$ cat src/rtl/prc_pkg.sv
// Shared types, constants and angle table for the polar rectification point map.
// No dependencies; used by every file under rtl/ except prc_mul48.sv.
package prc_pkg;

    localparam int CORDIC_STEPS_DEF = 24;

    localparam logic signed [31:0] PI_Q20     = 32'sd3294199;
    localparam logic signed [31:0] TWO_PI_Q20 = 32'sd6588397;
    localparam logic [29:0]        KINV_Q30   = 30'd652032874;

    typedef enum logic [2:0] {
        REG_CENTER_X   = 3'd0,
        REG_CENTER_Y   = 3'd1,
        REG_MODE_FLAGS = 3'd2,
        REG_RHO_MIN    = 3'd3,
        REG_RADIUS_MAX = 3'd4,
        REG_THETA_MIN  = 3'd5,
        REG_THETA_MAX  = 3'd6,
        REG_OUT_SIZE   = 3'd7
    } t_reg_idx;

    typedef struct packed {
        logic signed [47:0] point_x;
        logic signed [47:0] point_y;
    } t_point_in;

    typedef struct packed {
        logic signed [47:0] rect_x;
        logic signed [47:0] rect_y;
    } t_point_out;

    // data riding alongside the CORDIC chain
    typedef struct packed {
        logic               zero;
        logic signed [47:0] px;
        logic signed [47:0] py;
    } t_side;

    // atan(2^-i) in Q20
    function automatic logic signed [31:0] atan_q20(input int i);
        logic signed [31:0] r;
        r = 32'sd0;
        if (i == 0)      r = 32'sd823550;
        else if (i == 1) r = 32'sd486170;
        else if (i == 2) r = 32'sd256879;
        else if (i == 3) r = 32'sd130396;
        else if (i == 4) r = 32'sd65451;
        else if (i == 5) r = 32'sd32757;
        else if (i == 6) r = 32'sd16383;
        else if (i == 7) r = 32'sd8192;
        else if (i <= 20) r = 32'sd1 <<< (20 - i);
        return r;
    endfunction

endpackage

$ cat src/rtl/prc_cordic_stage.sv
// One registered vectoring CORDIC iteration with fixed shift STEP.
// Depends on prc_pkg.
module prc_cordic_stage #(
    parameter int STEP = 0
) (
    input  logic               i_clk,
    input  logic               i_rst_n,
    input  logic               i_en,
    input  logic               i_valid,
    input  logic signed [63:0] i_x,
    input  logic signed [63:0] i_y,
    input  logic signed [31:0] i_z,
    input  prc_pkg::t_side     i_side,
    output logic               o_valid,
    output logic signed [63:0] o_x,
    output logic signed [63:0] o_y,
    output logic signed [31:0] o_z,
    output prc_pkg::t_side     o_side
);

    localparam logic signed [31:0] ANG = prc_pkg::atan_q20(STEP);

    logic signed [63:0] xs, ys;
    logic               r_valid;
    logic signed [63:0] r_x, r_y;
    logic signed [31:0] r_z;
    prc_pkg::t_side     r_side;

    assign xs = i_x >>> STEP;
    assign ys = i_y >>> STEP;

    always_ff @(posedge i_clk) begin
        if (!i_rst_n) begin
            r_valid <= 1'b0;
        end else if (i_en) begin
            r_valid <= i_valid;
        end
    end

    always_ff @(posedge i_clk) begin
        if (i_en) begin
            r_side <= i_side;
            if (i_y > 64'sd0) begin
                r_x <= i_x + ys;
                r_y <= i_y - xs;
                r_z <= i_z + ANG;
            end else begin
                r_x <= i_x - ys;
                r_y <= i_y + xs;
                r_z <= i_z - ANG;
            end
        end
    end

    assign o_valid = r_valid;
    assign o_x     = r_x;
    assign o_y     = r_y;
    assign o_z     = r_z;
    assign o_side  = r_side;

endmodule

$ cat config.mk
export PLATFORM = sky130hd
export DESIGN_NAME = prc_cordic_stage
export DESIGN_NICKNAME = d
export VERILOG_FILES = /design/src/rtl/prc_pkg.sv /design/src/rtl/prc_cordic_stage.sv
export SDC_FILE = /design/constraint.sdc
export NUM_CORES = 1
export LEC_CHECK = 0
export BUFFER_PORTS_ARGS = -buffer_cell sky130_fd_sc_hd__buf_2
export CELL_PAD_IN_SITES_DETAIL_PLACEMENT = 1
export CELL_PAD_IN_SITES_GLOBAL_PLACEMENT = 2
export CORE_UTILIZATION = 33
export CTS_CLUSTER_DIAMETER = 40
export DETAILED_ROUTE_END_ITERATION = 8
export PLACE_DENSITY_LB_ADDON = 0.1
export SLEW_MARGIN = 40
export SYNTH_ARGS = -nofsm -noshare
export SYNTH_HDL_FRONTEND = slang
export SYNTH_SLANG_ARGS = --single-unit
$ cat constraint.sdc
create_clock -name i_clk -period 4.9 [get_ports i_clk]
set_input_delay 0 -clock i_clk [delete_from_list [all_inputs] [get_ports i_clk]]
set_output_delay 0 -clock i_clk [all_outputs]
set_load 0.005 [all_outputs]
==> flow_metrics.tcl, run 1 <==
set metrics [dict create \
    status "finished, final reports clean" \
    multiInputGateArea_mm2 0.0124 \
    wire_per_inst_um 25.6 \
    clockRootBuffer "clkbuf_16" \
    overflow 0 \
    ys_async_sr_fraction 0 \
    synth_nets 2884 \
    rows 92 \
    layout-drive-gt1-share 0.230 \
    coreArea_mm2 0.0635 \
    viasPerCell 5.52 \
    io-pin-count 519 \
    pwr_density_cell_mw_per_mm2 327 \
    num-nets-final 3566 \
    report.final.hold_viol_count 0 \
    synth_enable_flop_cells 256 \
    port_buffers 518 \
    maxSlewViolCount 0 \
    dr.first_iter.drc_count 1663 \
    die_area_mm2 0.0657 \
    cts-buffers-inserted 50 \
    drtAntennaViolNets 0 \
    grt_max_degree 147 \
    antenna_found_initial 8 \
    cp_max_fo 8 \
    dpl_worst_slack_ns 0.443 \
    grt_pass1_wl_um 150000 \
    ys_ff_latch 257 \
    grt_pass1_vias 22800 \
    register_area_mm2 0.00771 \
    slew_headroom 0.422 \
    rsz0062_at_grt "no" \
    dieWidth_um 256 \
    final_common_cell "buf_2" \
    vias 21900 \
    period_minus_slack_ns 4.54 \
    hp-class "in -> reg" \
    top_layer "met5" \
    cts_tree "yes" \
    die_h_um 256 \
    met2_length_um 50400 \
    fillers 7508 \
    syn2layout_area_growth_pct 32.7 \
    ys_types 80 \
    grt.total_usage 0.300 \
    drc 0 \
    final_cell_mix "517 x buf_2, 330 x a21oi_1, 256 x edfxtp_1" \
    ys_seq_area_frac 0.361 \
    critical_path_class "in -> reg" \
    htreeDepth 2 \
    timing.final.ws_setup_ns 0.356 \
    avgSynthCellArea_um2 8.89 \
    clock_skew_ns 0 \
    vdd_ir_drop_max_uv 278 \
    worst_setup_path_start_kind "primary input" \
    dr_wl_met3_um 5070 \
    clkTransAtPathRegs_ns 0.05 \
    wl_met1_um 42700 \
    leakage_nw 12.1 \
    synthCells 2401 \
    fin_area_mm2 0.0283 \
    endpoint_kind "register" \
    finalSetupTns_ns 0 \
    dp_hpwl_um 81000 \
    critPathRequiredTime_ns 5.24 \
    cts_resized 0 \
    cp.arrival_ns 4.89 \
    insertion_delay_ns 0.58 \
    post_dp_cell_area_mm2 0.0253 \
    initial_utilization 0.336 \
    cap_violations 0 \
    synth_flop_cell "edfxtp_1" \
    clock_sinks 257 \
    timing.final.crit_share 0.927 \
    fmax_mhz 220 \
    cts_max_path_buffers 3 \
    yosys_warnings 0 \
    finalWirelength_um 102000 \
    finalSetupViolations 0 \
    worst-slew-pin-transition_ns 0.862 \
    firstDrtPassIters 6 \
    syn-cell-area_mm2 0.0213 \
    gp_congestion 0.916 \
]
## state kept, by name (all words and copies together), names as in the netlist
register  count
o_valid       1
o_x          64
o_side       97
o_z          32
o_y          63
## cells in the mapped netlist, types with 18 or more instances
library cell  count  share of area
a211oi_1         24         0.0084
a21o_1           37          0.013
mux2i_1          29          0.014
nor2b_1          30         0.0088
xnor2_1         142          0.058
a31oi_1          18         0.0053
nor2_1          178          0.031
edfxtp_1        256           0.36
clkbuf_1         63          0.011
o211ai_1         28         0.0098
o31ai_1          30          0.011
buf_1            20         0.0035
o21bai_1         64          0.023
nand3_1          32         0.0075
nand2_1         130          0.023
a21oi_1         330          0.077
inv_1           203          0.036
o21ai_0         173          0.041
ha_1            218           0.13
nor4_1           50          0.015
nand4_1          56          0.016
nor3_1           45          0.011
## final cells by class
cell class	count	share of cell area
clock buffer	53	0.0446
clock inverter	38	0.0163
sequential	257	0.272
timing repair buffer	730	0.161
tap	846	0.0374
multi-input combinational	1833	0.440
antenna	7	0.000619
inverter	211	0.0281
## what timing repair did
action                    in CTS  in global routing
setup buffers                  0                  0
hold buffers                 127                  0
hold endpoints to repair     168                  0
## power by group
part           internal [W]  leakage (nW)  switching [W]
Clock               0.00225         0.815        0.00126
Sequential          0.00282          2.51      0.0000996
Combinational       0.00108          8.75        0.00176
## path summary, 6_finish.rpt
path / to / start / depth (start not counted) / slack [ns]
hold reg to reg: o_valid / o_valid / 3 / 1.13
setup / recovery: o_z[31] / i_y[1] / 22 / 0.36
setup reg to reg: o_valid / o_valid / 3 / 3.69
hold / removal: o_z[16] / i_z[16] / 4 / 0.03
## metal layers
layer | GRT usage | up-vias
met5 | 0 | -
met4 | 0.102 | 4
met3 | 0.0423 | 168
met2 | 0.526 | 724
met1 | 0.375 | 10900
li1 | - | 10200
## metrics by stage
step | hold WS, ns | power [W] | std cells | utilization
CTS | 0.000664 | 0.00930 | 3967 | 0.445
floorplan | 0.0989 | 0.00436 | 2401 | -
finish | 0.0300 | 0.00927 | 3975 | 0.446
detailed placement | 0.178 | 0.00564 | 3749 | 0.398
global route | 0.0200 | 0.00966 | 3972 | 0.445
global placement | 0.177 | 0.00562 | 3749 | 0.398
## cell families (layout without fill, tap and decap cells)
group / count (synthesis) / in the layout / share of synthesized area
mux: 29 / 29 / 0.0136
xor+xnor: 152 / 152 / 0.0624
fa+ha+maj: 222 / 222 / 0.132
other cells: 0 / 7 / 0
compound gates: 833 / 833 / 0.238
flops: 257 / 257 / 0.361
buf+inv: 311 / 1032 / 0.0559
simple gates: 597 / 597 / 0.137
## worst max-delay path, cell delays in order
cell	delay, ns
dlygate4sd3_1	0.54
buf_2	0.16
nor4_1	0.36
buf_4	0.20
nand4_1	0.09
nor4_1	0.31
or2_4	0.24
inv_4	0.08
ha_1	0.29
buf_4	0.13
nand3_1	0.11
buf_4	0.16
nor3_1	0.18
a21oi_1	0.14
a211oi_1	0.52
o2111ai_1	0.20
nand4_1	0.16
nand2_1	0.06
o21ai_0	0.16
a21oi_1	0.11
xnor2_1	0.12
dlygate4sd3_1	0.54
No activity file was read; power rests on OpenSTA's default activity.
==> run 2: changes to the inputs <==
--- a/config.mk
+++ b/config.mk
@@ -8,7 +8,7 @@
 export BUFFER_PORTS_ARGS = -buffer_cell sky130_fd_sc_hd__buf_2
 export CELL_PAD_IN_SITES_DETAIL_PLACEMENT = 1
 export CELL_PAD_IN_SITES_GLOBAL_PLACEMENT = 2
-export CORE_UTILIZATION = 33
+export CORE_UTILIZATION = 30
 export CTS_CLUSTER_DIAMETER = 40
 export DETAILED_ROUTE_END_ITERATION = 8
 export PLACE_DENSITY_LB_ADDON = 0.1
==> constraint.sdc (replaced) <==
create_clock -name i_clk -period 4.9 [get_ports i_clk]
set_input_delay 0.49 -clock i_clk [delete_from_list [all_inputs] [get_ports i_clk]]
set_output_delay 0.49 -clock i_clk [all_outputs]
set_load 0.005 [all_outputs]
==> flow_metrics.tcl, run 2 (same netlist as run 1, synthesis figures left out) <==
set metrics [dict create \
    finalSetupTns_ns 0 \
    grt_max_degree 84 \
    num-nets-final 3532 \
    critical_path_class "in -> reg" \
    fmax_mhz 213 \
    clockRootBuffer "clkbuf_16" \
    layout-drive-gt1-share 0.263 \
    endpoint_kind "register" \
    grt.total_usage 0.266 \
    final_common_cell "buf_2" \
    finalWirelength_um 99300 \
    viasPerCell 5.33 \
    final_cell_mix "517 x buf_2, 330 x a21oi_1, 256 x edfxtp_1" \
    cts_setup_buffers 0 \
    clock_skew_ns 0 \
    clkTransAtPathRegs_ns 0.05 \
    timing.final.crit_share 0.956 \
    report.final.hold_viol_count 0 \
    gp_congestion 0.930 \
    hold_start "i_side[56]" \
    period_minus_slack_ns 4.69 \
    worst_setup_path_start_kind "primary input" \
    drc 0 \
    dp_hpwl_um 82200 \
    drtAntennaViolNets 0 \
    vdd_ir_drop_max_uv 259 \
    rsz0062_at_grt "no" \
    largest_reg_flops 97 \
    io-pin-count 519 \
    firstDrtPassIters 5 \
    wire_per_inst_um 24.6 \
    overflow 0 \
    cp_max_fo 9 \
    pwr_density_cell_mw_per_mm2 336 \
    initial_utilization 0.304 \
    fin_area_mm2 0.0279 \
    power_w 0.00938 \
    antenna_found_initial 8 \
    ctsHoldBuffers 0 \
    finalSetupViolations 0 \
    vias 21500 \
    cts_resized 0 \
    dieWidth_um 269 \
    leakage_nw 12.0 \
    crit_start "i_y[16]" \
    worst-slew-pin-transition_ns 0.863 \
    insertion_delay_ns 0.60 \
    slew_headroom 0.421 \
    clock_sinks 257 \
    port_buffers 518 \
    maxSlewViolCount 0 \
    grt_pass1_vias 22100 \
    htreeDepth 2 \
    cts_tree "yes" \
    cp.arrival_ns 5.03 \
    post_dp_cell_area_mm2 0.0261 \
    critPathRequiredTime_ns 5.24 \
    dr.first_iter.drc_count 1311 \
    cts-buffers-inserted 52 \
    syn2layout_area_growth_pct 30.9 \
    hp-class "in -> reg" \
    rows 97 \
    die_h_um 269 \
    status "finished, final reports clean" \
    fillers 8409 \
    die_area_mm2 0.0722 \
    coreArea_mm2 0.0701 \
    reg2reg_from "o_valid" \
    grt_pass1_wl_um 143000 \
    cap_violations 0 \
    cts_max_path_buffers 3 \
]
[run 2: per-stage QoR]
stage / util / cells / hold slack [ns] / setup slack, ns
5_1_grt: 0.398 / 4037 / 0.0262 / 0.0754
3_5_place_dp: 0.372 / 3935 / 0.502 / -0.303
4_1_cts: 0.398 / 4032 / 0.00978 / 0.280
3_3_place_gp: 0.372 / 3934 / 0.500 / -0.182
2_1_floorplan: - / 2401 / 0.507 / 0.186
6_report: 0.398 / 4038 / 0.0547 / 0.214
[run 2: layout make-up]
type                       instances  area, µm²  share of cell area
multi-input combinational       1833      12500               0.446
inverter                         211        795              0.0284
tap                              940       1180              0.0421
clock buffer                      57       1320              0.0472
clock inverter                    40        502              0.0180
antenna                            6       15.0            0.000537
timing repair buffer             694       3970               0.142
sequential                       257       7710               0.276
[run 2: path summary, 6_finish.rpt]
kind / to / slack [ns] / depth (start not counted)
worst min register to register: o_valid / 0.51 / 2
worst min-delay path: o_side[56] / 0.05 / 1
worst max-delay path: o_z[30] / 0.21 / 18
worst max register to register: o_valid / 4.31 / 2
[run 2: per-layer routing]
metal	wire length (µm)	GRT usage	up-vias
met5	19	0	-
met4	3480	0.100	2
met3	4970	0.0403	157
met2	47400	0.443	636
met1	43400	0.345	10600
li1	-	-	10100
[run 2: critical path: stages]
cell	delay, ns
buf_2	0.19
nor4_1	0.68
buf_4	0.22
nand4_1	0.07
nor4_1	0.29
or2_4	0.23
inv_4	0.09
ha_1	0.31
a211oi_1	0.30
o21ai_0	0.29
a32oi_1	0.32
o211ai_1	0.22
a2111oi_0	0.46
nor3_1	0.17
a21o_1	0.21
a21oi_1	0.19
o21ai_0	0.13
xor2_1	0.16
[run 2: power breakdown]
| part | leakage, nW | total (W) | switching (W) | internal [W] |
|---|---|---|---|---|
| logic | 8.66 | 0.00285 | 0.00177 | 0.00109 |
| clock network | 0.850 | 0.00363 | 0.00129 | 0.00234 |
| registers | 2.51 | 0.00290 | 0.0000838 | 0.00282 |
| total | 12.0 | 0.00938 | 0.00314 | 0.00625 |
==> run 3: changes to the inputs <==
--- a/config.mk
+++ b/config.mk
@@ -11,7 +11,7 @@
 export CORE_UTILIZATION = 30
 export CTS_CLUSTER_DIAMETER = 40
 export DETAILED_ROUTE_END_ITERATION = 8
-export PLACE_DENSITY_LB_ADDON = 0.1
+export PLACE_DENSITY = 0.87
 export SLEW_MARGIN = 40
 export SYNTH_ARGS = -nofsm -noshare
 export SYNTH_HDL_FRONTEND = slang
==> flow_metrics.tcl, run 3 (same netlist as run 1, synthesis figures left out) <==
set metrics [dict create \
    worst-slew-pin-transition_ns 0.963 \
    status "finished, final reports clean" \
    rsz0062_at_grt "no" \
    critPathBufInv 3 \
    grt_pass1_wl_um 141000 \
    ctsHoldBuffers 0 \
    critPathRequiredTime_ns 5.22 \
    dpl_worst_slack_ns -0.237 \
    num-nets-final 3520 \
    io-pin-count 519 \
    finalSetupViolations 0 \
    cp_max_fo 6 \
    cts-buffers-inserted 49 \
    cp_slowest_cell "nor4_1" \
    die_area_mm2 0.0722 \
    drc 0 \
    endpoint_kind "register" \
    finalSetupTns_ns 0 \
    finalWirelength_um 98600 \
    register_area_mm2 0.00771 \
    cts_tree "yes" \
    report.final.hold_viol_count 0 \
    firstDrtPassIters 5 \
    period_minus_slack_ns 4.58 \
    wire_per_inst_um 24.5 \
    grt-busiest-layer "met2" \
    final_cell_mix "517 x buf_2, 330 x a21oi_1, 256 x edfxtp_1" \
    leakage_nw 11.9 \
    drtAntennaViolNets 0 \
    cts_resized 0 \
    critical_path.cell_chain "buf_2 -> nor4_1 -> buf_4 -> nand4_1 -> nor4_1 -> or2_4 -> inv_4 -> ha_1 -> a211oi_1 -> o211ai_1 -> a221oi_1 -> o211ai_1 -> a2111oi_0 -> nor3_1 -> a21o_1 -> a21oi_1 -> o21ai_0 -> xor2_1" \
    rows 97 \
    vias 21600 \
    cts_setup_buffers 0 \
    timing.final.ws_setup_ns 0.317 \
    clockRootBuffer "clkbuf_16" \
    gp_congestion 0.975 \
    pwr_density_cell_mw_per_mm2 331 \
    maxSlewViolCount 0 \
    port_buffers 518 \
    grt_max_degree 104 \
    cp_top_family "compound AO/OA/AOI/OAI gates" \
    syn2layout_area_growth_pct 29.8 \
    coreArea_mm2 0.0701 \
    viasPerCell 5.38 \
    vdd_ir_drop_max_uv 221 \
    slew_headroom 0.348 \
    grt_pass1_vias 22200 \
    fillers 8400 \
    layout-drive-gt1-share 0.261 \
    grt_use_met2 0.472 \
    critical_path_class "in -> reg" \
    cap_violations 0 \
    grt.total_usage 0.263 \
    antenna_found_initial 26 \
    initial_utilization 0.304 \
    cts_max_path_buffers 3 \
    timing.final.crit_share 0.935 \
    multiInputGateArea_mm2 0.0125 \
    clkTransAtPathRegs_ns 0.05 \
    cpPeakStageDelay_ns 0.81 \
    dr.first_iter.drc_count 1482 \
    insertion_delay_ns 0.59 \
    die_h_um 269 \
    dieWidth_um 269 \
    dp_hpwl_um 81600 \
    overflow 0 \
    grt_use_met3 0.0520 \
    largest_reg_flops 97 \
    hp-class "in -> reg" \
    worst_setup_path_start_kind "primary input" \
    grt_util_met1 0.305 \
    clock_sinks 257 \
    final_common_cell "buf_2" \
    fmax_mhz 218 \
    htreeDepth 2 \
    cp.arrival_ns 4.91 \
    clock_skew_ns 0 \
]
[run 3: routing by layer]
layer | vias up | share of wire
met2 | 847 | 0.50
li1 | 10100 | -
met5 | - | 0.0012
met3 | 192 | 0.072
met1 | 10500 | 0.39
met4 | 18 | 0.042
[run 3: path summary, 6_finish.rpt]
kind              depth (start not counted)  slack [ns]          to       start
hold reg to reg                           2        0.62     o_valid     o_valid
setup / recovery                         18        0.32     o_z[30]      i_y[8]
setup reg to reg                          2        4.21     o_valid     o_valid
hold / removal                            1        0.07  o_side[19]  i_side[19]
[run 3: area by class of cell]
type                       count  area share
antenna                        6    0.000542
clock buffer                  52      0.0450
tap                          940      0.0425
inverter                     211      0.0287
sequential                   257       0.278
timing repair buffer         685       0.141
clock inverter                39      0.0148
multi-input combinational   1833       0.450
[run 3: where the power goes]
| group | switching [W] | internal, W |
|---|---|---|
| clock | 0.00128 | 0.00210 |
| sequential | 0.000123 | 0.00282 |
| combinational | 0.00175 | 0.00108 |
[run 3: through the flow]
| stage | hold slack [ns] | total power, W | instances | util | area [µm²] |
|---|---|---|---|---|---|
| finish | 0.0715 | 0.00916 | 4023 | 0.395 | 27700 |
| global route | 0.0381 | 0.00957 | 4021 | 0.395 | 27700 |
| CTS | 0.0352 | 0.00923 | 4017 | 0.395 | 27700 |
| detailed placement | 0.605 | 0.00578 | 3926 | 0.371 | 26000 |
| global placement | 0.541 | 0.00576 | 3926 | 0.371 | 26000 |
| floorplan | 0.507 | 0.00436 | 2401 | - | 21300 |
